`config.mk`:
```
export PLATFORM = sky130hd
export DESIGN_NAME = pnorm_ctrl
export DESIGN_NICKNAME = d
export VERILOG_FILES = /design/src/hw/rtl/pnorm_pkg.sv /design/src/hw/rtl/pnorm_ctrl.sv
export SDC_FILE = /design/constraint.sdc
export NUM_CORES = 1
export LEC_CHECK = 0
export ABC_AREA = 1
export BUFFER_PORTS_ARGS = -buffer_cell sky130_fd_sc_hd__buf_2
export CORE_AREA = 8 8 45 47
export CTS_CLUSTER_DIAMETER = 30
export DETAILED_ROUTE_END_ITERATION = 7
export DIE_AREA = 0 0 53 55
export SETUP_SLACK_MARGIN = 0.5
export SYNTH_ARGS = -nofsm -noshare
export SYNTH_HDL_FRONTEND = slang
export SYNTH_SLANG_ARGS = --single-unit
```
`constraint.sdc`:
```
create_clock -name clk -period 1.3 [get_ports clk]
set_input_delay 0.26 -clock clk [delete_from_list [all_inputs] [get_ports clk]]
set_output_delay 0.26 -clock clk [all_outputs]
set_load 0.03 [all_outputs]
```
`src/hw/rtl/pnorm_pkg.sv`:
```
// Shared types and constants for the path normalizer.
// Used by the interfaces, controller, datapath, output buffer and top level.
package pnorm_pkg;

    localparam int CMD_W    = 2;
    localparam int BYTE_W   = 8;
    localparam int RIDX_W   = 12;
    localparam int STATUS_W = 3;
    localparam int OLEN_W   = 13;
    localparam int CFG_W    = 13;

    typedef logic [CMD_W-1:0]    cmd_code_t;
    typedef logic [STATUS_W-1:0] status_code_t;

    localparam cmd_code_t CMD_BEGIN = 2'd0;
    localparam cmd_code_t CMD_BYTE  = 2'd1;
    localparam cmd_code_t CMD_END   = 2'd2;
    localparam cmd_code_t CMD_READ  = 2'd3;

    localparam status_code_t RS_ACCEPT   = 3'd0;
    localparam status_code_t RS_OK       = 3'd1;
    localparam status_code_t RS_LONG     = 3'd2;
    localparam status_code_t RS_REL      = 3'd3;
    localparam status_code_t RS_SMALL    = 3'd4;
    localparam status_code_t RS_NOTREADY = 3'd5;

    localparam logic [BYTE_W-1:0] CHAR_NUL   = 8'h00;
    localparam logic [BYTE_W-1:0] CHAR_SLASH = 8'h2F;
    localparam logic [BYTE_W-1:0] CHAR_DOT   = 8'h2E;

    localparam logic [CFG_W-1:0] MAX_OUT_LEN_RESET = 13'd4096;

    // Life cycle of one path, kept by the datapath.
    typedef enum logic [3:0] {
        PH_IDLE    = 4'b0001,
        PH_COLLECT = 4'b0010,
        PH_DONE    = 4'b0100,
        PH_ERROR   = 4'b1000
    } phase_t;

    // What an incoming request needs beyond the cycle in which it is taken.
    typedef enum logic [2:0] {
        CLS_IMM,
        CLS_IMM_POP,
        CLS_FIN_NOW,
        CLS_FIN_POP,
        CLS_READ
    } req_class_t;

    typedef struct packed {
        logic take;
        logic pop_load;
        logic finish;
        logic read_out;
    } ctrl_cmd_t;

    typedef struct packed {
        status_code_t        status;
        logic [OLEN_W-1:0]   out_length;
        logic [BYTE_W-1:0]   out_byte;
    } result_t;

endpackage

```
`src/hw/rtl/pnorm_ctrl.sv`:
```
// Sequencing controller of the path normalizer.
// Depends on pnorm_pkg; drives the datapath through ctrl_cmd_t.
module pnorm_ctrl (
    input  logic                  clk,
    input  logic                  rst_n,
    input  logic                  req_valid,
    output logic                  req_ready,
    input  logic                  obuf_full,
    input  pnorm_pkg::req_class_t req_class,
    output pnorm_pkg::ctrl_cmd_t  ctrl
);

    typedef enum logic [4:0] {
        ST_IDLE    = 5'b00001,
        ST_POP     = 5'b00010,
        ST_POP_FIN = 5'b00100,
        ST_FIN     = 5'b01000,
        ST_READ    = 5'b10000
    } state_t;

    state_t state_reg;
    state_t state_next;
    logic   take;

    // A free slot in the output buffer is kept at every take, so a request
    // that answers later always finds room when it completes.
    assign req_ready = (state_reg == ST_IDLE) && !obuf_full;
    assign take      = req_valid && req_ready;

    always_comb
    begin
        state_next = state_reg;
        case (state_reg)
            ST_IDLE:
            begin
                if (take)
                begin
                    case (req_class)
                        pnorm_pkg::CLS_IMM_POP: state_next = ST_POP;
                        pnorm_pkg::CLS_FIN_POP: state_next = ST_POP_FIN;
                        pnorm_pkg::CLS_FIN_NOW: state_next = ST_FIN;
                        pnorm_pkg::CLS_READ:    state_next = ST_READ;
                        default:                state_next = ST_IDLE;
                    endcase
                end
            end
            ST_POP:     state_next = ST_IDLE;
            ST_POP_FIN: state_next = ST_FIN;
            ST_FIN:     state_next = ST_IDLE;
            ST_READ:    state_next = ST_IDLE;
            default:    state_next = ST_IDLE;
        endcase
    end

    always_ff @(posedge clk or negedge rst_n)
    begin
        if (!rst_n)
        begin
            state_reg <= ST_IDLE;
        end
        else
        begin
            state_reg <= state_next;
        end
    end

    always_comb
    begin
        ctrl.take     = take;
        ctrl.pop_load = (state_reg == ST_POP) || (state_reg == ST_POP_FIN);
        ctrl.finish   = (state_reg == ST_FIN);
        ctrl.read_out = (state_reg == ST_READ);
    end

endmodule

```
==> reports/results.md, run 1 <==
Route
- number of search-and-repair iterations in the first detailed-routing pass: 4
- vias per inst: 4.239
- antenna-violating nets left: 0
- wire length per cell after detailed routing: 10.16 µm
- via count: 390
- wire length after detailed routing: 935 µm
- number of design-rule violations left by the first detailed-router iteration: 6
- number of DRC violations after detailed routing: 0

Setup path
- CP startpoint kind: flip-flop
- family of cells with the greatest summed delay on the critical path: simple AND/OR/NAND/NOR gates
- launching point of the worst reg2reg path: state_reg[2]$_DFFE_PN0P_
- Critical Path Sink Type: output port
- depth of the worst register-to-register path: 7
- slowest stage cell, crit path: dfrtp_1
- worst flop-to-flop path endpoint: state_reg[2]$_DFFE_PN0P_
- sequence of cells on the critical path: nor2_2 > nand4_1 > nor2_4 > nand2_2 > inv_2 > buf_6
- count of buffer and inverter cells on the critical path: 2
- CP Max Fanout: 2
- FF-to-FF setup slack: -20 ps
- Critical Path RT: 1040 ps
- worst setup path category: flip-flop to output port
- critical path's largest stage delay: 380 ps
- Arr. time, crit path: 1340 ps

Synthesis
- Area contributors post-synth: dfrtp_1 30%, inv_1 14%, dfstp_2 8.0%, nand2_1 8.0%, nand4_1 5.7%
- post-synthesis net count: 54
- Warnings, synthesis: 0
- synthesized netlist cell count: 47
- share of the synthesized area in the top cell type: 0.3030
- Post-synth ARST share: 1.000
- count of unique library cells instantiated by Yosys: 16
- Primary FF master, synth: dfrtp_1
- sequential area share after synthesis: 0.3826
- most used standard cell by instance count after synthesis: inv_1
- area of the mapped netlist: 330.3 µm²
- average size of a mapped cell: 7.028 µm²
- most used standard cells in the synthesized netlist: 12 x inv_1, 7 x nand2_1, 5 x nor2_1
- flip-flop and latch count after synthesis: 5
- cell type with the largest total area after synthesis: dfrtp_1
- number of enable flip-flop cells after synthesis: 0

STA
- Final Hold Slack: 289.2 ps
- pin slew with the least headroom to its limit: 241.0 ps
- setup repair after global routing missed its margin: yes
- maximum clock frequency: 625.9 MHz
- share of the cycle needed by the critical path after routing: 1.229
- min Tclk post-route: 1598 ps
- Setup violations, final: 6
- setup slack of the critical path after layout: -297.6 ps
- Final Hold Fails: 0
- max-slew violation count: 0
- worst-case clock skew: 0.1833 ps
- max-slew headroom at the worst pin: 0.8381

Power
- P_leak: 0.0003265 µW
- worst vdd ir: 0.5972 mV
- Power Dens Cells: 1178 nW/µm²

Placement
- number of port buffers: 11
- Routability Congestion: 0.6745
- dpl cells: 83
- Detail Placement HPWL: 750.8 µm

Global route
- global router's overall resource usage: 0.06849
- number of global-route vias before repair: 380
- number of antenna violations at the first check in global routing: 0
- first-pass GRT wire length: 1476 µm
- largest net degree at the start of global routing: 6
- GRT overflow: 0

Clocking
- clock tree buffer depth: 2
- clock latency reported for the late side of the worst-skew pair: 230 ps
- clock root cell: clkbuf_4
- total CTS buffers: 3
- CTS tree: done
- clock edge transition at the registers on the reported setup and hold paths: 40 ps
- total number of H-tree levels: 1
- number of sinks driven by the clock tree: 5

Min path
- Hold Path Depth: 3
- hold wc startpoint: req_class[1]
- worst-case hold path end point: state_reg[2]$_DFFE_PN0P_
- Min-Delay Path Class: primary input to flip-flop

Cells and area
- Largest register FFs: 5
- Final #Nets: 84
- number of antenna diodes: 0
- Sequential cell area: 126.4 µm²
- total area of multi-input combinational cells: 206.4 µm²
- layout overhead on the synthesized area: 93.94%
- fraction of final layout cells with drive strength greater than 1: 0.5658
- # fillers: 128
- final std cells w/o fill: 92

Floorplanning
- floorplan core area: 1384 µm²
- vertical extent of the die: 55 µm
- number of top-level design ports: 12
- cell row count: 14
- Die Span X: 53 µm
- initial core utilization: 0.2387
- overall die area: 2915 µm²

Run status
- run status: complete, but fails checks
- violated checks: setup timing

Flow run
- total of max-cap violations: 0

## where the power goes
| group | switching (µW) | total, µW | internal (µW) | leakage (µW) |
|---|---|---|---|---|
| Sequential | 14.6 | 199 | 184 | 0.0000660 |
| Clock | 52.5 | 168 | 115 | 0.0000150 |
| Combinational | 217 | 388 | 171 | 0.000245 |
| Total | 284 | 754 | 471 | 0.000326 |
## worst max-delay path by stage
stage | to | slack [ps] | start | depth (start not counted)
2_1_floorplan | ctrl[3] | -160 | state_reg[0]$_DFFE_PN1P_ | 5
5_1_grt | ctrl[3] | -400 | state_reg[2]$_DFFE_PN0P_ | 6
3_3_place_gp | ctrl[3] | -70 | state_reg[0]$_DFFE_PN1P_ | 5
3_5_place_dp | ctrl[3] | -80 | state_reg[0]$_DFFE_PN1P_ | 5
4_1_cts | ctrl[3] | -290 | state_reg[3]$_DFFE_PN0P_ | 6
6_report | ctrl[3] | -300 | state_reg[2]$_DFFE_PN0P_ | 6
## worst min-delay path, stage by stage
cell and delay [ps]:
buf_2 110, nand2_1 70, nor2_2 40
## stage by stage
| stage | power [µW] | area (µm²) | setup WS [ps] | setup TNS (ps) | util |
|---|---|---|---|---|---|
| after floorplan | 412.0 | 369.1 | -157.5 | -330.4 | - |
| after global placement | 500.9 | 508.0 | -74.03 | -86.00 | 0.3671 |
| after detailed placement | 505.2 | 508.0 | -84.93 | -128.6 | 0.3671 |
| after CTS | 718.6 | 584.3 | -292.4 | -1204 | 0.4222 |
| after global routing | 816.3 | 640.6 | -396.5 | -1941 | 0.4629 |
| final | 754.5 | 640.6 | -297.6 | -1262 | 0.4629 |
## cell type report
| cell class | instances | share of cell area |
|---|---|---|
| Tap cell | 16 | 0.03125 |
| Sequential cell | 5 | 0.1973 |
| Clock buffer | 4 | 0.04102 |
| Timing Repair Buffer | 26 | 0.3340 |
| Inverter | 12 | 0.07422 |
| Multi-Input combinational cell | 29 | 0.3223 |
## metal layers
layer	part of all wire	global-route usage	up-vias
met4	0	0.02586	0
met1	0.42	0.07044	173
li1	-	-	204
met5	0	0	-
met2	0.53	0.1270	13
met3	0.053	0.02139	0
## placed cells by master (no fill, tap or decap)
| cell type | Yosys | layout |
|---|---|---|
| dlygate4sd3_1 | 0 | 1 |
| nand2_1 | 7 | 7 |
| nor2_1 | 5 | 4 |
| nor3_1 | 1 | 1 |
| inv_1 | 12 | 9 |
| inv_4 | 0 | 1 |
| dfstp_2 | 1 | 1 |
| buf_2 | 0 | 7 |
| buf_4 | 1 | 9 |
| o31ai_4 | 0 | 1 |
| nor4_4 | 0 | 2 |
| a21oi_1 | 1 | 1 |
| inv_2 | 0 | 2 |
| nand2_2 | 2 | 2 |
| o21ai_2 | 0 | 1 |
| nand3_1 | 2 | 2 |
| nor2_4 | 1 | 2 |
| buf_6 | 0 | 9 |
| clkbuf_1 | 0 | 1 |
| nor2_2 | 3 | 3 |
| dfrtp_1 | 4 | 4 |
| clkbuf_4 | 0 | 3 |
| nand4_1 | 3 | 3 |
## kinds of logic after synthesis
logic type             after synthesis  synth area share
AOI/OAI and AO/OA                    3           0.05301
and+or+nand+nor                     26            0.4053
DFF                                  5            0.3826
buffers and inverters               13            0.1591
## what timing repair did
action                                 in CTS  in global routing
endpoints found under the hold margin       4                  0
buffers inserted                            2                  2
pin swaps                                   5                  7
resized for setup                           9                 10
hold buffers                                1                  0
setup endpoints to repair                  10                 10
(Power assumes the default switching activity.)
==> run 2: changes to the inputs <==
Settings changed: ABC_AREA 1 to unset, CTS_BUF_LIST set to sky130_fd_sc_hd__clkbuf_4 sky130_fd_sc_hd__clkbuf_8, SLEW_MARGIN set to 10.
==> run 2 against run 1 <==
Synthesized area decreased by 9.8%. The run still ends with setup timing left. Largest cell class is now multi-input gates. Largest power group is now the clock network. Highest routed layer unchanged. Worst hold slack got worse by 32 ps. Design area decreased by 12%. Clock power increased by 14%.
==> reports/results.md, run 2 <==
Run status
- run status: complete, but fails checks
- violated checks: setup timing

STA
- setup repair after global routing missed its margin: yes
- min Tclk post-route: 1639 ps
- maximum clock frequency: 610.3 MHz
- Final Hold Slack: 257.2 ps
- setup slack of the critical path after layout: -338.7 ps
- Final Hold Fails: 0
- share of the cycle needed by the critical path after routing: 1.261
- max-slew headroom at the worst pin: 0.8215
- pin slew with the least headroom to its limit: 266.4 ps
- max-slew violation count: 0
- worst-case clock skew: 0.5444 ps
- Setup violations, final: 9

Route
- number of design-rule violations left by the first detailed-router iteration: 4
- via count: 309
- vias per inst: 4.352
- antenna-violating nets left: 0
- number of DRC violations after detailed routing: 0
- number of search-and-repair iterations in the first detailed-routing pass: 4
- wire length per cell after detailed routing: 10.27 µm
- wire length after detailed routing: 729 µm

Synthesis
- average size of a mapped cell: 9.606 µm²
- area of the mapped netlist: 297.8 µm²
- post-synthesis net count: 38
- Area contributors post-synth: dfrtp_1 34%, dfstp_2 8.8%, nor4_1 8.4%, nand2b_1 6.3%, nor2_1 5.0%
- synthesized netlist cell count: 31
- Post-synth ARST share: 1.000
- sequential area share after synthesis: 0.4244
- share of the synthesized area in the top cell type: 0.3361
- cell type with the largest total area after synthesis: dfrtp_1
- Primary FF master, synth: dfrtp_1
- count of unique library cells instantiated by Yosys: 19
- Warnings, synthesis: 0
- flip-flop and latch count after synthesis: 5
- number of enable flip-flop cells after synthesis: 0
- most used standard cells in the synthesized netlist: 4 x dfrtp_1, 4 x nor2_1, 4 x nor4_1

Setup path
- Arr. time, crit path: 1380 ps
- Critical Path RT: 1040 ps
- critical path's largest stage delay: 410 ps
- worst setup path category: flip-flop to output port
- CP Max Fanout: 4
- CP startpoint kind: flip-flop
- Critical Path Sink Type: output port
- slowest stage cell, crit path: dfrtp_1
- sequence of cells on the critical path: or3_4 > nor3b_4 > buf_6

Global route
- first-pass GRT wire length: 1138 µm
- global router's overall resource usage: 0.05482
- GRT overflow: 0
- largest net degree at the start of global routing: 7
- number of antenna violations at the first check in global routing: 0
- number of global-route vias before repair: 307

Floorplanning
- Die Span X: 53 µm
- cell row count: 14
- overall die area: 2915 µm²
- initial core utilization: 0.2152
- vertical extent of the die: 55 µm
- number of top-level design ports: 12
- floorplan core area: 1384 µm²

Cells and area
- total area of multi-input combinational cells: 229.0 µm²
- most common library cell in the layout ignoring fill and taps: buf_4
- # fillers: 140
- Largest register FFs: 5
- number of antenna diodes: 0
- fraction of final layout cells with drive strength greater than 1: 0.6727
- layout overhead on the synthesized area: 89.08%
- commonest cells after routing, fill and taps aside: 12 x buf_4, 6 x buf_2, 4 x nor4_2, 4 x clkbuf_4
- Final #Nets: 63
- final instance area: 563.0 µm²
- final std cells w/o fill: 71
- Sequential cell area: 127.6 µm²

Placement
- Detail Placement HPWL: 597.8 µm
- Routability Congestion: 0.6712
- DP Area: 460.4 µm²
- dpl cells: 64
- number of port buffers: 11
- setup slack at placement: -140.0 ps

Power
- sequential fraction of design power: 0.348
- switching power summed over all nets: 119.7 µW
- Comb power frac: 0.246
- P_leak: 0.0002424 µW
- proportion of total power due to net switching: 0.2530
- P_int: 353.4 µW
- worst vdd ir: 0.4225 mV
- Clk pwr share: 0.406
- Power Dens Cells: 840.3 nW/µm²

Clocking
- number of sinks driven by the clock tree: 5
- clock latency reported for the late side of the worst-skew pair: 230 ps
- CTS tree: done
- clock tree buffer depth: 2
- total CTS buffers: 3
- clock edge transition at the registers on the reported setup and hold paths: 40 ps
- total number of H-tree levels: 1
- clock root cell: clkbuf_4

Min path
- Min-Delay Path Class: primary input to flip-flop

Flow run
- total of max-cap violations: 0

-- run 2: cell types whose count changed in the layout (fill, tap and decap cells not counted), moves of 3 or more --
cell      change
inv_1         -8
buf_6         -7
nand2_1       -7
nor4_2        +4
buf_4         +3
nand2b_1      +3
nand4_1       -3
nor2_2        -3
-- run 2: timing repair --
| item | in CTS | in global routing |
|---|---|---|
| hold buffers | 1 | 0 |
| gates resized for setup | 9 | 3 |
| buffers inserted | 0 | 2 |
| setup endpoints to repair | 10 | 10 |
| endpoints found under the hold margin | 4 | 0 |
| pin swaps | 1 | 3 |
-- run 2: power by group through the flow --
stage / logic, µW / clock network (µW) / registers (µW)
floorplan: 55.4 / 0 / 171
global placement: 95.1 / 0 / 167
detailed placement: 96.5 / 0 / 167
CTS: 105 / 199 / 165
global route: 125 / 216 / 165
finish: 116 / 192 / 165
-- run 2: worst max-delay path: cells and delay by family, from the launching register on --
family                 cells  cell delay (ps)
buffers and inverters      1              150
DFF                        1              410
and+or+nand+nor            2              590
-- run 2: layer usage --
layer	vias to the layer above	GRT usage	routed length, µm
li1	164	-	-
met1	135	0.05828	297
met4	0	0.06466	0
met3	0	0.01070	40
met5	-	0	0
met2	10	0.08398	392
-- run 2: final timing paths --
kind	start	endpoint	slack (ps)	cells past startpoint
max	state_reg[2]$_DFFE_PN0P_	ctrl[0]	-340	3
min	req_class[1]	state_reg[4]$_DFFE_PN0P_	260	2
max reg2reg	state_reg[4]$_DFFE_PN0P_	state_reg[0]$_DFFE_PN1P_	-190	5
min reg2reg	state_reg[1]$_DFFE_PN0P_	state_reg[3]$_DFFE_PN0P_	680	3
max in group asynchronous	rst_n	state_reg[0]$_DFFE_PN1P_	720	2
min in group asynchronous	rst_n	state_reg[3]$_DFFE_PN0P_	370	2
-- run 2: layout make-up --
class	instances	share of cell area
multi-input combinational	24	0.4067
tap	16	0.03556
timing repair buffer	21	0.2711
inverter	1	0.006667
clock buffer	4	0.05333
sequential	5	0.2267
-- run 2: metrics by stage --
stage | TNS, ps | power [µW] | utilization
after floorplan | -414.5 | 226.1 | -
after global placement | -822.1 | 262.1 | 0.3327
after detailed placement | -852.1 | 263.4 | 0.3327
after CTS | -1942 | 469.4 | 0.3825
after global routing | -2794 | 506.6 | 0.4069
final | -2148 | 473.1 | 0.4069
-- run 2: cells by family (layout without fill, tap and decap cells) --
family | count (synthesis) | count (layout) | synth area share
simple gates | 19 | 19 | 0.3991
flops | 5 | 5 | 0.4244
compound gates | 3 | 3 | 0.07986
xor+xnor | 2 | 2 | 0.05883
buf+inv | 2 | 26 | 0.03781
==> run 3: changes to the inputs <==
Settings changed: PLACE_DENSITY set to 0.42.
==> run 3 against run 2 <==
The flow still finishes with violations (setup timing). Non-clock buffer count up 1. Sequential share of layout area down 2.1 points. Global-route usage up 1.3 points. Sequential cell count unchanged. Highest routed layer is now met4.
==> reports/results.md, run 3 (synthesis results as in run 2) <==
STA
- setup slack of the critical path after layout: -351.2 ps
- pin slew with the least headroom to its limit: 354.8 ps
- total negative slack for setup checks: -1765 ps
- Setup violations, final: 9
- max-slew violation count: 0
- Final Hold Fails: 0
- min Tclk post-route: 1651 ps
- share of the cycle needed by the critical path after routing: 1.270
- max-slew headroom at the worst pin: 0.7635
- maximum clock frequency: 605.6 MHz
- setup repair after global routing missed its margin: yes
- worst-case clock skew: 6.089 ps

Power
- Power Dens Cells: 806.1 nW/µm²
- worst vdd ir: 0.6905 mV
- Comb power frac: 0.271
- P_int: 363.7 µW
- Overall Power: 499.3 µW
- switching power summed over all nets: 135.5 µW
- proportion of total power due to net switching: 0.2714
- Clk pwr share: 0.397
- P_leak: 0.0002607 µW
- sequential fraction of design power: 0.332

Setup path
- Critical Path RT: 1040 ps
- sequence of cells on the critical path: or3_4 > nor3b_4 > buf_6
- slowest stage cell, crit path: dfrtp_1
- Arr. time, crit path: 1390 ps
- worst setup path category: flip-flop to output port
- CP startpoint kind: flip-flop
- Critical Path Sink Type: output port
- critical path's largest stage delay: 420 ps
- CP Max Fanout: 3

Clocking
- clock root cell: clkbuf_4
- clock edge transition at the registers on the reported setup and hold paths: 50 ps
- total number of H-tree levels: 1
- total CTS buffers: 3
- clock latency reported for the late side of the worst-skew pair: 240 ps
- clock tree buffer depth: 2
- number of sinks driven by the clock tree: 5
- CTS tree: done

Cells and area
- final cell utilization of the core: 0.4476
- commonest cells after routing, fill and taps aside: 8 x buf_6, 7 x buf_4, 6 x buf_2, 4 x clkbuf_4
- Final #Nets: 64
- layout overhead on the synthesized area: 108.0%
- number of antenna diodes: 0
- fraction of final layout cells with drive strength greater than 1: 0.6964
- Largest register FFs: 5
- most common library cell in the layout ignoring fill and taps: buf_6

Floorplanning
- initial core utilization: 0.2152
- overall die area: 2915 µm²
- number of top-level design ports: 12
- Die Span X: 53 µm
- floorplan core area: 1384 µm²
- vertical extent of the die: 55 µm
- cell row count: 14

Route
- top metal layer carrying routed signals: met4
- number of DRC violations after detailed routing: 0
- number of search-and-repair iterations in the first detailed-routing pass: 1
- routed length on met2: 492 µm
- via count: 331
- number of design-rule violations left by the first detailed-router iteration: 0
- vias per inst: 4.597
- wire length per cell after detailed routing: 12.36 µm
- antenna-violating nets left: 0
- wire length after detailed routing: 890 µm
- met1 routed wirelength after detailed routing: 310 µm
- Met3 Routed Length: 72 µm

Global route
- global router's overall resource usage: 0.06806
- number of global-route vias before repair: 357
- first-pass GRT wire length: 1462 µm
- GRT overflow: 0
- largest net degree at the start of global routing: 7
- number of antenna violations at the first check in global routing: 0

Min path
- Min-Delay Path Class: primary input to flip-flop

Run status
- violated checks: setup timing
- run status: complete, but fails checks

Placement
- number of port buffers: 11
- Routability Congestion: 0.6673
- setup slack at placement: -134.8 ps
- Detail Placement HPWL: 673.3 µm

Flow run
- total of max-cap violations: 0

[run 3: path summary, 6_finish.rpt]
path	start	endpoint	slack, ps	cells past startpoint
max in group asynchronous	rst_n	state_reg[0]$_DFFE_PN1P_	730	2
setup reg to reg	state_reg[4]$_DFFE_PN0P_	state_reg[0]$_DFFE_PN1P_	-140	5
min in group asynchronous	rst_n	state_reg[3]$_DFFE_PN0P_	360	2
hold / removal	req_class[1]	state_reg[1]$_DFFE_PN0P_	270	2
setup / recovery	state_reg[2]$_DFFE_PN0P_	ctrl[0]	-350	3
hold reg to reg	state_reg[1]$_DFFE_PN0P_	state_reg[3]$_DFFE_PN0P_	680	3
[run 3: what timing repair did]
action	4_1_cts	5_1_grt
endpoints found under the setup margin	10	10
resized for setup	14	7
buffers inserted	1	2
pin swaps	2	6
hold buffers	1	0
hold endpoints to repair	4	0
[run 3: power groups by stage]
stage                     sequential (µW)  clock [µW]  combinational, µW
after floorplan                       171           0               55.4
after global placement                167           0               94.5
after detailed placement              167           0               96.5
after CTS                             165         208                113
after global routing                  166         214                146
final                                 166         198                135
[run 3: cell type report]
type	count	area, µm²
fillers	144	764.5
multi-input cells	24	255.2
repair buffers	22	182.7
flip-flops and latches	5	127.6
clock buffers	4	30.03
well taps	16	20.02
inverters	1	3.754
[run 3: per-stage QoR]
stage / instance area, µm² / hold WS, ps / cells
floorplan: 340.3 / -35.59 / 31
global placement: 460.4 / 72.64 / 64
detailed placement: 460.4 / 76.39 / 64
CTS: 563.0 / 241.7 / 70
global route: 619.3 / 271.0 / 72
finish: 619.3 / 269.9 / 72
[run 3: routing by layer]
metal  vias up  track usage
met2         8       0.1309
met5         -            0
met1       158      0.05846
met3         2      0.04278
li1        163            -
met4         0      0.01293
[run 3: worst max-delay path, delay by kind of cell, from the launching register on]
kind | cells | cell delay [ps]
AND/OR/NAND/NOR | 2 | 590
flip-flops | 1 | 420
buffers and inverters | 1 | 150
