File: src/hw/rtl/pnorm_pkg.sv
// Shared types and constants for the path normalizer.
// Used by the interfaces, controller, datapath, output buffer and top level.
package pnorm_pkg;

    localparam int CMD_W    = 2;
    localparam int BYTE_W   = 8;
    localparam int RIDX_W   = 12;
    localparam int STATUS_W = 3;
    localparam int OLEN_W   = 13;
    localparam int CFG_W    = 13;

    typedef logic [CMD_W-1:0]    cmd_code_t;
    typedef logic [STATUS_W-1:0] status_code_t;

    localparam cmd_code_t CMD_BEGIN = 2'd0;
    localparam cmd_code_t CMD_BYTE  = 2'd1;
    localparam cmd_code_t CMD_END   = 2'd2;
    localparam cmd_code_t CMD_READ  = 2'd3;

    localparam status_code_t RS_ACCEPT   = 3'd0;
    localparam status_code_t RS_OK       = 3'd1;
    localparam status_code_t RS_LONG     = 3'd2;
    localparam status_code_t RS_REL      = 3'd3;
    localparam status_code_t RS_SMALL    = 3'd4;
    localparam status_code_t RS_NOTREADY = 3'd5;

    localparam logic [BYTE_W-1:0] CHAR_NUL   = 8'h00;
    localparam logic [BYTE_W-1:0] CHAR_SLASH = 8'h2F;
    localparam logic [BYTE_W-1:0] CHAR_DOT   = 8'h2E;

    localparam logic [CFG_W-1:0] MAX_OUT_LEN_RESET = 13'd4096;

    // Life cycle of one path, kept by the datapath.
    typedef enum logic [3:0] {
        PH_IDLE    = 4'b0001,
        PH_COLLECT = 4'b0010,
        PH_DONE    = 4'b0100,
        PH_ERROR   = 4'b1000
    } phase_t;

    // What an incoming request needs beyond the cycle in which it is taken.
    typedef enum logic [2:0] {
        CLS_IMM,
        CLS_IMM_POP,
        CLS_FIN_NOW,
        CLS_FIN_POP,
        CLS_READ
    } req_class_t;

    typedef struct packed {
        logic take;
        logic pop_load;
        logic finish;
        logic read_out;
    } ctrl_cmd_t;

    typedef struct packed {
        status_code_t        status;
        logic [OLEN_W-1:0]   out_length;
        logic [BYTE_W-1:0]   out_byte;
    } result_t;

endpackage

File: src/hw/rtl/pnorm_if.sv


interface pnorm_rsp_if;
    logic                          valid;
    logic                          ready;
    pnorm_pkg::status_code_t       status;
    logic [pnorm_pkg::OLEN_W-1:0]  out_length;
    logic [pnorm_pkg::BYTE_W-1:0]  out_byte;

    modport source (output valid, status, out_length, out_byte, input ready);
    modport sink   (input valid, status, out_length, out_byte, output ready);
endinterface

File: src/hw/rtl/pnorm_obuf.sv
// Two-entry output buffer that decouples the response channel from the core.
// Depends on pnorm_pkg and pnorm_rsp_if.
module pnorm_obuf (
    input  logic               clk,
    input  logic               rst_n,
    input  logic               push,
    input  pnorm_pkg::result_t push_data,
    output logic               full,
    pnorm_rsp_if.source        rsp
);

    logic               valid0_reg;
    logic               valid0_next;
    logic               valid1_reg;
    logic               valid1_next;
    pnorm_pkg::result_t data0_reg;
    pnorm_pkg::result_t data0_next;
    pnorm_pkg::result_t data1_reg;
    pnorm_pkg::result_t data1_next;
    logic               pop;

    assign pop = valid0_reg && rsp.ready;

    always_comb
    begin
        valid0_next = valid0_reg;
        valid1_next = valid1_reg;
        data0_next  = data0_reg;
        data1_next  = data1_reg;
        if (pop)
        begin
            if (valid1_reg)
            begin
                data0_next  = data1_reg;
                valid1_next = push;
                data1_next  = push_data;
            end
            else
            begin
                valid0_next = push;
                data0_next  = push_data;
            end
        end
        else if (!valid0_reg)
        begin
            valid0_next = push;
            data0_next  = push_data;
        end
        else if (!valid1_reg)
        begin
            valid1_next = push;
            data1_next  = push_data;
        end
    end

    always_ff @(posedge clk or negedge rst_n)
    begin
        if (!rst_n)
        begin
            valid0_reg <= 1'b0;
            valid1_reg <= 1'b0;
        end
        else
        begin
            valid0_reg <= valid0_next;
            valid1_reg <= valid1_next;
        end
    end

    always_ff @(posedge clk)
    begin
        data0_reg <= data0_next;
        data1_reg <= data1_next;
    end

    assign full           = valid1_reg;
    assign rsp.valid      = valid0_reg;
    assign rsp.status     = data0_reg.status;
    assign rsp.out_length = data0_reg.out_length;
    assign rsp.out_byte   = data0_reg.out_byte;

    // A response pushed into a full buffer with nothing leaving would be lost.
    a_no_overflow: assert property (@(posedge clk) disable iff (!rst_n)
        !(push && valid1_reg && !pop))
        else $error("output buffer overflow");

endmodule

File: src/flat_wrapper.sv
// flat-port wrapper written by rule: the top's interface ports become plain ports
module pnorm_obuf_flat 
  (clk, rst_n, push, push_data, full, rsp_valid, rsp_status, rsp_out_length, rsp_out_byte, rsp_ready);
  pnorm_rsp_if rsp_i ();
  input  logic clk;
  input  logic rst_n;
  input  logic push;
  input  pnorm_pkg::result_t push_data;
  output logic full;
  output wire logic [$bits(rsp_i.valid)-1:0] rsp_valid;
  output wire logic [$bits(rsp_i.status)-1:0] rsp_status;
  output wire logic [$bits(rsp_i.out_length)-1:0] rsp_out_length;
  output wire logic [$bits(rsp_i.out_byte)-1:0] rsp_out_byte;
  input wire logic [$bits(rsp_i.ready)-1:0] rsp_ready;
  assign rsp_valid = rsp_i.valid;
  assign rsp_status = rsp_i.status;
  assign rsp_out_length = rsp_i.out_length;
  assign rsp_out_byte = rsp_i.out_byte;
  assign rsp_i.ready = rsp_ready;
  pnorm_obuf u_core (.clk(clk), .rst_n(rst_n), .push(push), .push_data(push_data), .full(full), .rsp(rsp_i));
endmodule
File: config.mk
export PLATFORM = sky130hd
export DESIGN_NAME = pnorm_obuf_flat
export DESIGN_NICKNAME = d
export VERILOG_FILES = /design/src/hw/rtl/pnorm_pkg.sv /design/src/hw/rtl/pnorm_if.sv /design/src/hw/rtl/pnorm_obuf.sv /design/src/flat_wrapper.sv
export SDC_FILE = /design/constraint.sdc
export NUM_CORES = 1
export LEC_CHECK = 0
export ABC_AREA = 1
export BUFFER_PORTS_ARGS = -buffer_cell sky130_fd_sc_hd__buf_2
export CAP_MARGIN = 20
export CORE_ASPECT_RATIO = 1.1
export CORE_UTILIZATION = 45
export DETAILED_ROUTE_END_ITERATION = 7
export PLACE_DENSITY = 0.68
export SETUP_SLACK_MARGIN = 0.05
export SYNTH_ARGS = -nofsm -noshare
export SYNTH_HDL_FRONTEND = slang
export SYNTH_SLANG_ARGS = --single-unit
File: constraint.sdc
create_clock -name clk -period 6 [get_ports clk]
set_clock_uncertainty 0.05 [all_clocks]
set_input_delay 0.9 -clock clk [delete_from_list [all_inputs] [get_ports clk]]
set_output_delay 0.9 -clock clk [all_outputs]
set_load 0.05 [all_outputs]
==> results of run 1 <==
==> logic make-up (layout without fill, tap and decap cells) <==
logic type,count (synthesis),after routing,share of synthesized area [%]
buffers and inverters,20,68,6.16
DFF,50,50,60.2
and+or+nand+nor,218,218,33.2
AOI/OAI and AO/OA,2,2,0.404
==> path summary, 6_finish.rpt <==
check,start,endpoint,slack (ns),cells after the start
max,u_core.full$_DFFE_PN0P_,full,3.39,1
max reg2reg,u_core.full$_DFFE_PN0P_,u_core.data1_reg[10]$_DFFE_PP_,3.55,2
max in group asynchronous,rst_n,u_core.full$_DFFE_PN0P_,5.50,1
min,rst_n,u_core.rsp.valid$_DFFE_PN0P_,0.30,1
min in group clk,u_core.data1_reg[22]$_DFFE_PP_,u_core.data1_reg[22]$_DFFE_PP_,0.57,2
min reg2reg,u_core.data1_reg[22]$_DFFE_PP_,u_core.data1_reg[22]$_DFFE_PP_,0.57,2
==> final cells by class <==
| class | count | share of cell area [%] |
|---|---|---|
| Clock inverter | 3 | 1.58 |
| Multi-Input combinational cell | 220 | 29.2 |
| Timing Repair Buffer | 54 | 10.3 |
| Inverter | 6 | 0.966 |
| Clock buffer | 5 | 2.42 |
| Sequential cell | 50 | 52.3 |
| Tap cell | 72 | 3.16 |
==> metal layers <==
layer | global-route usage (%) | vias up | wire length, um
met5 | 0 | - | 0
met4 | 5.10 | 0 | 15
met3 | 4.04 | 2 | 233
met2 | 28.0 | 51 | 2110
met1 | 21.0 | 833 | 2180
li1 | - | 1002 | -
==> through the flow <==
stage | std cells | area [um2] | hold slack [ns] | total power [uW] | worst slack (ns)
4_1_cts | 409 | 2820 | 0.301 | 942 | 2.90
3_5_place_dp | 401 | 2710 | 0.540 | 707 | 2.60
5_1_grt | 410 | 2850 | 0.301 | 987 | 3.29
6_report | 410 | 2850 | 0.304 | 942 | 3.39
2_1_floorplan | 290 | 2480 | 0.505 | 664 | 3.37
3_3_place_gp | 401 | 2710 | 0.541 | 703 | 2.66
==> cells in the final DEF, fill, tap and decap left out, drive strengths merged <==
cell,n
o21ai,2
inv,6
nand2,216
nand3,2
edfxtp,48
clkinvlp,2
buf,54
bufinv,1
clkbuf,5
dfrtp,2
==> Yosys cell counts (all sizes together) <==
cell,instances
nand2,216
edfxtp,48
buf,14
inv,6
dfrtp,2
nand3,2
o21ai,2
==> power breakdown <==
group | internal (uW) | total [uW] | switching [uW]
combinational | 58.1 | 237 | 179
clock | 124 | 241 | 116
sequential | 445 | 465 | 19.3
==> metrics.csv, run 1 <==
stage,metric,value,unit
grt,grt_pass1_wl,7.45,mm
layout,register_area,1490,um2
job,cap_viol_max_count,0,
layout,synthToLayoutAreaGrowth,15.0,%
floorplanning,die_h,79.8,um
cts,holdBufCountCts,0,
worst_setup_path,crit_arrival,1.66,ns
grt,overflow,0,
layout,num_antenna_cells,0,
synthesis,ys_seq_area_share,60.2,%
synthesis,yosysUniqueCellTypes,12,
placement,port_buffers,53,
floorplanning,die_area,5810,um2
drt,drt-initial-drc-count,75,
cts,clkLatencyLatePin,0.30,ns
floorplanning,io_pins,54,
pwr,powerDensity,331,nW/um2
drt,vias_per_cell,4.60,
layout,largest_reg_flops,24,
drt,wirelength,4.54,mm
cts,cts_setup_buffers,0,
worst_setup_path,worstPathCellList,buf_2,
worst_setup_path,start_kind,register,
synthesis,synth_top_area_share,58.2,%
synthesis,ys_seq_elements,50,
timing,worstMarginPinSlew,0.941,ns
layout,layout-drive-gt1-share,19.2,%
drt,vias,1888,
cts,numCtsBuffers,5,
grt,antenna_found_initial,0,
pwr,power_leakage,0.00145,uW
drt,first_pass_iters,4,
cts,clock_path_buffers,2,
cts,htree_levels,2,
floorplanning,core,5130,um2
worst_hold_path,hp-class,in -> async,
layout,multiInputGateArea,833,um2
placement,hpwl,2.73,mm
timing,rsz0062_at_grt,false,
pwr,ir_drop,0.156,mV
cts,cts.clk_slew.worst_paths,0.10,ns
synthesis,syn_nets,318,
timing,fin_crit,2.61,ns
floorplanning,fp-row-count,27,
timing,fmax,383,MHz
grt,grt_max_degree,49,
timing,report.final.slew_viol_count,0,
synthesis,syn_area_per_cell,8.54,um2
grt,grt_usage,16.6,%
placement,gp_congestion,0.736,
synthesis,synth_warnings,0,
timing,min_period_over_period,43.5,%
worst_setup_path,path_buf_inv,1,
worst_setup_path,cpMaxStageDelayCell,dfrtp_1,
drt,ant_nets,0,
worst_setup_path,crit_required,5.05,ns
worst_setup_path,worst-path-max-fanout,27,
cts,cts_resized,0,
synthesis,synth_area,2480,um2
timing,relSlewSlack,37.1,%
floorplanning,initial_core_util,48.2,%
synthesis,postSynthCellCount,290,
layout,fillers,497,
drt,wl_per_cell,11.1,um
cts,cts.sinks,50,
layout,fin_util,55.5,%
outcome,status,"finished, final reports clean",
worst_setup_path,slowest_delay,0.95,ns
timing,setup-tns-final,0,ns
timing,finalHoldViolations,0,
worst_setup_path,worstSetupPathType,reg -> out,
floorplanning,die_w,72.7,um
timing,finalSetupViolCount,0,
grt,grt_pass1_vias,1672,
synthesis,synth_area_leaders,"edfxtp_1 58%, nand2_1 33%, buf_6 2.7%",
drt,route.detailed.drc,0,
cts,cts_root_buf,clkbuf_8,
worst_setup_path,cp_top_family,flip-flops,
layout,nets,365,
synthesis,synth_top_area_cell,edfxtp_1,
worst_setup_path,endpoint_kind,output pin,
cts,cts_tree,done,
Note: power is estimated with default switching activity, not from simulation.
==> run 2, diff against run 1 <==
--- a/config.mk
+++ b/config.mk
@@ -5,13 +5,13 @@
 export SDC_FILE = /design/constraint.sdc
 export NUM_CORES = 1
 export LEC_CHECK = 0
-export ABC_AREA = 1
+export ABC_AREA = 0
 export BUFFER_PORTS_ARGS = -buffer_cell sky130_fd_sc_hd__buf_2
 export CAP_MARGIN = 20
 export CORE_ASPECT_RATIO = 1.1
 export CORE_UTILIZATION = 45
 export DETAILED_ROUTE_END_ITERATION = 7
-export PLACE_DENSITY = 0.68
+export PLACE_DENSITY = 0.69
 export SETUP_SLACK_MARGIN = 0.05
 export SYNTH_ARGS = -nofsm -noshare
 export SYNTH_HDL_FRONTEND = slang
==> constraint.sdc (replaced) <==
create_clock -name clk -period 2.47 [get_ports clk]
set_clock_uncertainty 0.05 [all_clocks]
set_input_delay 0.3705 -clock clk [delete_from_list [all_inputs] [get_ports clk]]
set_output_delay 0.3705 -clock clk [all_outputs]
set_load 0.05 [all_outputs]
==> metrics.csv, run 2 <==
stage,metric,value,unit,change
outcome,status,"finished, final reports clean",,unchanged
layout,nets,200,,was 365
cts,cts.sinks,50,,unchanged
synthesis,synth_area,2160,um2,was 2480 um2
timing,relSlewSlack,75.3,%,was 37.1%
grt,grt_max_degree,25,,was 49
worst_setup_path,worst-path-max-fanout,24,,was 27
floorplanning,die_w,68.1,um,was 72.7 um
floorplanning,initial_core_util,46.9,%,was 48.2%
drt,drt-initial-drc-count,48,,was 75
worst_setup_path,crit_required,2.47,ns,was 5.05 ns
worst_setup_path,start_kind,register,,unchanged
drt,vias_per_cell,5.02,,was 4.60
pwr,power_leakage,0.000995,uW,was 0.00145 uW
grt,grt_pass1_wl,5.55,mm,was 7.45 mm
layout,layout_common_cells,"53 x buf_2, 48 x edfxtp_1, 46 x mux2_2",,"was 215 x nand2_1, 53 x buf_2, 48 x edfxtp_1"
timing,fin_crit,1.69,ns,
synthesis,ys_seq_area_share,68.9,%,was 60.2%
drt,wl_per_cell,15.2,um,was 11.1 um
worst_setup_path,cpMaxStageDelayCell,dfrtp_1,,unchanged
synthesis,synth_top_area_cell,edfxtp_1,,unchanged
layout,layout-drive-gt1-share,64.2,%,was 19.2%
timing,report.final.slew_viol_count,0,,unchanged
placement,port_buffers,53,,unchanged
cts,htree_levels,2,,unchanged
layout,synthToLayoutAreaGrowth,18.8,%,was 15.0%
drt,ant_nets,0,,unchanged
drt,first_pass_iters,4,,unchanged
pwr,powerDensity,842,nW/um2,was 331 nW/um2
floorplanning,fp-row-count,26,,was 27
timing,setup-tns-final,0,ns,unchanged
cts,cts_resized,0,,unchanged
timing,finalSetupViolCount,0,,unchanged
cts,clkLatencyLatePin,0.29,ns,was 0.30 ns
worst_hold_path,hp-class,in -> reg,,was in -> async
drt,route.detailed.drc,0,,unchanged
cts,numCtsBuffers,5,,unchanged
placement,place_area,2480,um2,was 2710 um2
synthesis,yosys-top-cells-count,"48 x edfxtp_1, 46 x mux2_2, 4 x buf_6, 3 x nand2b_1",,"was 215 x nand2_1, 48 x edfxtp_1, 7 x buf_4, 6 x buf_6, 4 x inv_1"
grt,grt.met1_usage,18.5,%,was 21.0%
pwr,ir_drop,0.400,mV,was 0.156 mV
timing,worstMarginPinSlew,0.370,ns,was 0.941 ns
worst_setup_path,worstSetupPathType,reg -> reg,,was reg -> out
synthesis,ys_seq_elements,50,,unchanged
timing,fmax,593,MHz,
timing,min_period_over_period,68.2,%,
synthesis,synth_warnings,0,,unchanged
cts,cts.clk_slew.worst_paths,0.08,ns,was 0.10 ns
grt,overflow,0,,unchanged
worst_setup_path,slowest_delay,0.50,ns,was 0.95 ns
floorplanning,io_pins,54,,unchanged
cts,cts_root_buf,clkbuf_8,,unchanged
grt,grt_pass1_vias,1152,,was 1672
synthesis,synth_top_area_share,66.6,%,was 58.2%
grt,grt.busiest_layer,met2,,unchanged
grt,met2_usage,25.9,%,was 28.0%
layout,largest_reg_flops,24,,unchanged
floorplanning,die_h,74.7,um,was 79.8 um
synthesis,syn_nets,140,,was 318
floorplanning,core,4620,um2,was 5130 um2
cts,clock_path_buffers,2,,unchanged
worst_setup_path,path_buf_inv,1,,unchanged
synthesis,synth_area_leaders,"edfxtp_1 67%, mux2_2 24%, dfrtp_1 2.3%",,"was edfxtp_1 58%, nand2_1 33%, buf_6 2.7%"
grt,gr-usage-met3,5.45,%,was 4.04%
synthesis,synth_most_common_cell,edfxtp_1,,was nand2_1
layout,mostFrequentLayoutCell,buf_2,,was nand2_1
floorplanning,die_area,5090,um2,was 5810 um2
synthesis,synthArstFlopShare,4.00,%,unchanged
worst_setup_path,worstPathCellList,"a21boi_4, buf_4, mux2_2",,was buf_2
layout,num_antenna_cells,0,,unchanged
placement,hpwl,2.37,mm,was 2.73 mm
timing,rsz0062_at_grt,false,,unchanged
drt,vias,1150,,was 1888
synthesis,ys.flop_type,edfxtp_1,,unchanged
synthesis,postSynthCellCount,112,,was 290
worst_setup_path,cp_top_family,flip-flops,,unchanged
timing,finalHoldViolations,0,,unchanged
grt,grt_usage,15.4,%,was 16.6%
grt,antenna_found_initial,0,,unchanged
synthesis,synth-edff-count,48,,unchanged
cts,cts_tree,done,,unchanged
placement,gp_congestion,0.676,,was 0.736
job,cap_viol_max_count,0,,unchanged
synthesis,syn_area_per_cell,19.3,um2,was 8.54 um2
drt,wirelength,3.48,mm,was 4.54 mm
worst_setup_path,endpoint_kind,register,,was output pin
synthesis,yosysUniqueCellTypes,13,,was 12
layout,fin_area,2570,um2,was 2850 um2
worst_setup_path,crit_arrival,1.68,ns,was 1.66 ns
-- run 2: cell type report --
type / count / area (um2)
fill: 400 / 2050
multi-input combinational: 57 / 623
sequential: 50 / 1490
timing repair buffer: 58 / 305
clock buffer: 6 / 72.6
clock inverter: 2 / 8.76
tap: 56 / 70.1
-- run 2: repair_timing --
item / 4_1_cts / 5_1_grt
hold endpoints to repair: 2 / 0
setup buffers: 0 / 0
hold buffers: 1 / 0
-- run 2: metrics by stage --
stage | hold slack (ns) | total power (uW) | setup slack [ns] | instances | utilization (%)
floorplan | 0.0249 | 1620 | 0.477 | 112 | -
global placement | 0.105 | 1730 | 0.841 | 220 | 53.7
detailed placement | 0.110 | 1750 | 0.787 | 220 | 53.7
CTS | 0.224 | 2200 | 0.776 | 229 | 55.7
global route | 0.239 | 2270 | 0.701 | 229 | 55.7
finish | 0.233 | 2170 | 0.784 | 229 | 55.7
-- run 2: logic make-up after synthesis --
group | synth area share (%)
compound gates | 1.85
mux | 25.0
flops | 68.9
simple gates | 1.97
buf+inv | 2.31
-- run 2: final timing paths --
kind	start	endpoint	slack [ns]	cells past startpoint
setup / recovery	u_core.rsp.valid$_DFFE_PN0P_	u_core.data1_reg[9]$_DFFE_PP_	0.78	3
hold / removal	push	u_core.rsp.valid$_DFFE_PN0P_	0.23	2
setup reg to reg	u_core.rsp.valid$_DFFE_PN0P_	u_core.data1_reg[9]$_DFFE_PP_	0.78	3
hold reg to reg	u_core.data1_reg[4]$_DFFE_PP_	u_core.rsp.out_byte[4]$_DFFE_PP_	0.52	1
max in group asynchronous	rst_n	u_core.rsp.valid$_DFFE_PN0P_	1.93	2
min in group asynchronous	rst_n	u_core.full$_DFFE_PN0P_	0.34	2
-- run 2: power by group --
| part | internal (uW) | switching (uW) |
|---|---|---|
| combinational | 198 | 349 |
| clock | 195 | 247 |
| sequential | 1120 | 58.6 |
-- run 2: layer usage --
layer	up-vias	share of wire, %
li1	560	-
met1	545	40
met2	39	51
met3	6	7.2
met4	0	1.3
met5	-	0
==> run 3, diff against run 2 <==
--- a/config.mk
+++ b/config.mk
@@ -11,7 +11,7 @@
 export CORE_ASPECT_RATIO = 1.1
 export CORE_UTILIZATION = 45
 export DETAILED_ROUTE_END_ITERATION = 7
-export PLACE_DENSITY = 0.69
+export PLACE_DENSITY = 0.72
 export SETUP_SLACK_MARGIN = 0.05
 export SYNTH_ARGS = -nofsm -noshare
 export SYNTH_HDL_FRONTEND = slang
==> constraint.sdc (replaced) <==
create_clock -name clk -period 1.4 [get_ports clk]
set_clock_uncertainty 0.05 [all_clocks]
set_input_delay 0.21 -clock clk [delete_from_list [all_inputs] [get_ports clk]]
set_output_delay 0.21 -clock clk [all_outputs]
set_load 0.05 [all_outputs]
==> metrics.csv, run 3 (synthesis gave the netlist of run 2 again) <==
stage,metric,value,unit,change
outcome,status,finished with violations,,"was finished, final reports clean"
outcome,violations,setup timing,,
timing,finalSetupViolCount,47,,was 0
floorplanning,io_pins,54,,unchanged
grt,overflow,0,,unchanged
layout,fin_area,2890,um2,was 2570 um2
worst_setup_path,crit_arrival,1.49,ns,was 1.68 ns
drt,wirelength,3.93,mm,was 3.48 mm
placement,gp_congestion,0.706,,was 0.676
cts,htree_levels,2,,unchanged
job,cap_viol_max_count,0,,unchanged
pwr,pwr-share-seq,48.5,%,was 54.4%
drt,drt-initial-drc-count,32,,was 48
worst_setup_path,r2r-start,u_core.rsp.valid$_DFFE_PN0P_,,unchanged
placement,port_buffers,53,,unchanged
timing,finalHoldViolations,0,,unchanged
drt,vias_per_cell,5.07,,was 5.02
floorplanning,die_area,5090,um2,unchanged
pwr,power_switching,1250,uW,was 654 uW
timing,worstMarginPinSlew,0.324,ns,was 0.370 ns
worst_hold_path,hp-class,in -> reg,,unchanged
timing,fin_crit,1.49,ns,was 1.69 ns
pwr,p_clk_share,23.2,%,was 20.4%
pwr,switching_share,29.0,%,was 30.2%
worst_setup_path,cp-startpoint,u_core.rsp.valid$_DFFE_PN0P_,,unchanged
drt,wl_per_cell,16.4,um,was 15.2 um
cts,cts.clk_slew.worst_paths,0.08,ns,about the same
layout,num_antenna_cells,0,,unchanged
timing,report.final.slew_viol_count,0,,unchanged
timing,fmax,671,MHz,was 593 MHz
worst_setup_path,worst-path-max-fanout,24,,unchanged
grt,grt_pass1_wl,5.93,mm,was 5.55 mm
cts,cts_root_buf,clkbuf_8,,unchanged
drt,route.detailed.drc,0,,unchanged
timing,rsz0062_at_grt,true,,was false
timing,fin_ws,-0.0893,ns,was 0.784 ns
worst_setup_path,crit_required,1.40,ns,was 2.47 ns
drt,first_pass_iters,4,,unchanged
pwr,powerDensity,1480,nW/um2,was 842 nW/um2
timing,hold_slack,0.0884,ns,was 0.233 ns
cts,cts.sinks,50,,unchanged
floorplanning,initial_core_util,46.9,%,unchanged
grt,grt_usage,16.6,%,was 15.4%
cts,cts_tree,done,,unchanged
worst_setup_path,worstSetupPathType,reg -> reg,,unchanged
timing,setup-tns-final,-2.26,ns,was 0 ns
worst_setup_path,start_kind,register,,unchanged
layout,mostFrequentLayoutCell,buf_2,,unchanged
drt,vias,1211,,was 1150
layout,layout-drive-gt1-share,69.9,%,was 64.2%
grt,grt_max_degree,25,,unchanged
floorplanning,core,4620,um2,unchanged
pwr,intPower,3040,uW,was 1510 uW
grt,antenna_found_initial,0,,unchanged
grt,grt_pass1_vias,1253,,was 1152
worst_hold_path,hold_start,push,,unchanged
pwr,power_leakage,0.00122,uW,was 0.000995 uW
placement,hpwl,2.39,mm,was 2.37 mm
placement,place_area,2570,um2,was 2480 um2
timing,min_period_over_period,106,%,was 68.2%
floorplanning,die_h,74.7,um,unchanged
cts,clock_path_buffers,2,,unchanged
drt,ant_nets,0,,unchanged
cts,numCtsBuffers,5,,unchanged
cts,clkLatencyLatePin,0.30,ns,was 0.29 ns
layout,nets,210,,was 200
worst_setup_path,endpoint_kind,register,,unchanged
pwr,ir_drop,0.806,mV,was 0.400 mV
layout,largest_reg_flops,24,,unchanged
pwr,pwr-share-comb,28.2,%,was 25.2%
floorplanning,fp-row-count,26,,unchanged
timing,relSlewSlack,78.4,%,was 75.3%
layout,layout_common_cells,"51 x buf_2, 48 x edfxtp_1, 25 x mux2_4",,"was 53 x buf_2, 48 x edfxtp_1, 46 x mux2_2"
layout,synthToLayoutAreaGrowth,33.6,%,was 18.8%
floorplanning,die_w,68.1,um,unchanged
## run 3: cell count changes in the layout (fill, tap and decap cells not counted), moves of 2 or more
cell / previous run / this run
buf_2: 53 / 51
buf_12: 0 / 5
buf_6: 0 / 5
mux2_2: 46 / 22
dfrtp_1: 2 / 0
dfrtp_2: 0 / 2
mux2_4: 0 / 25
## run 3: per-layer routing
metal | GRT usage [%] | wire length [um]
met1 | 19.0 | 1660
met2 | 27.7 | 1980
met3 | 5.45 | 212
met4 | 8.33 | 80
met5 | 0 | 0
## run 3: final timing paths
check	slack (ns)	depth (start not counted)	endpoint
setup / recovery	-0.09	3	u_core.data1_reg[13]$_DFFE_PP_
hold / removal	0.09	2	u_core.rsp.valid$_DFFE_PN0P_
setup reg to reg	-0.09	3	u_core.data1_reg[13]$_DFFE_PP_
hold reg to reg	0.53	1	u_core.data1_reg[4]$_DFFE_PP_
max in group asynchronous	1.00	2	u_core.rsp.valid$_DFFE_PN0P_
min in group asynchronous	0.20	2	u_core.full$_DFFE_PN0P_
## run 3: critical path, stage by stage (launching register included)
cell,delay [ns]
dfrtp_2,0.47
a21boi_4,0.18
buf_12,0.19
mux2_2,0.35
## run 3: layout make-up
cell class | instances | area, um2
clock inverter | 2 | 37.5
fill | 354 | 1730
multi-input combinational | 57 | 726
tap | 56 | 70.1
timing repair buffer | 68 | 492
sequential | 50 | 1490
clock buffer | 6 | 72.6
## run 3: power by group through the flow
stage	Clock, uW	Combinational (uW)	Sequential [uW]
floorplan	0	422	2450
global placement	0	1020	2100
finish	997	1210	2080
global route	1090	1280	2110
CTS	1030	1170	2080
detailed placement	0	1040	2110
## run 3: metrics by stage
| stage | util [%] | setup slack (ns) | instances | power [uW] |
|---|---|---|---|---|
| after floorplan | - | -0.307 | 112 | 2870 |
| after global placement | 55.6 | -0.0436 | 224 | 3120 |
| after detailed placement | 55.6 | -0.0798 | 224 | 3150 |
| after CTS | 61.4 | -0.100 | 237 | 4280 |
| after global routing | 62.6 | -0.131 | 239 | 4470 |
| final | 62.6 | -0.0893 | 239 | 4290 |
## run 3: what timing repair did
action | in CTS | in global routing
cloned | 1 | 1
gates resized for setup | 24 | 12
pin swaps | 1 | 2
endpoints found under the hold margin | 2 | 0
endpoints found under the setup margin | 71 | 78
buffers inserted | 4 | 2
hold buffers | 1 | 0
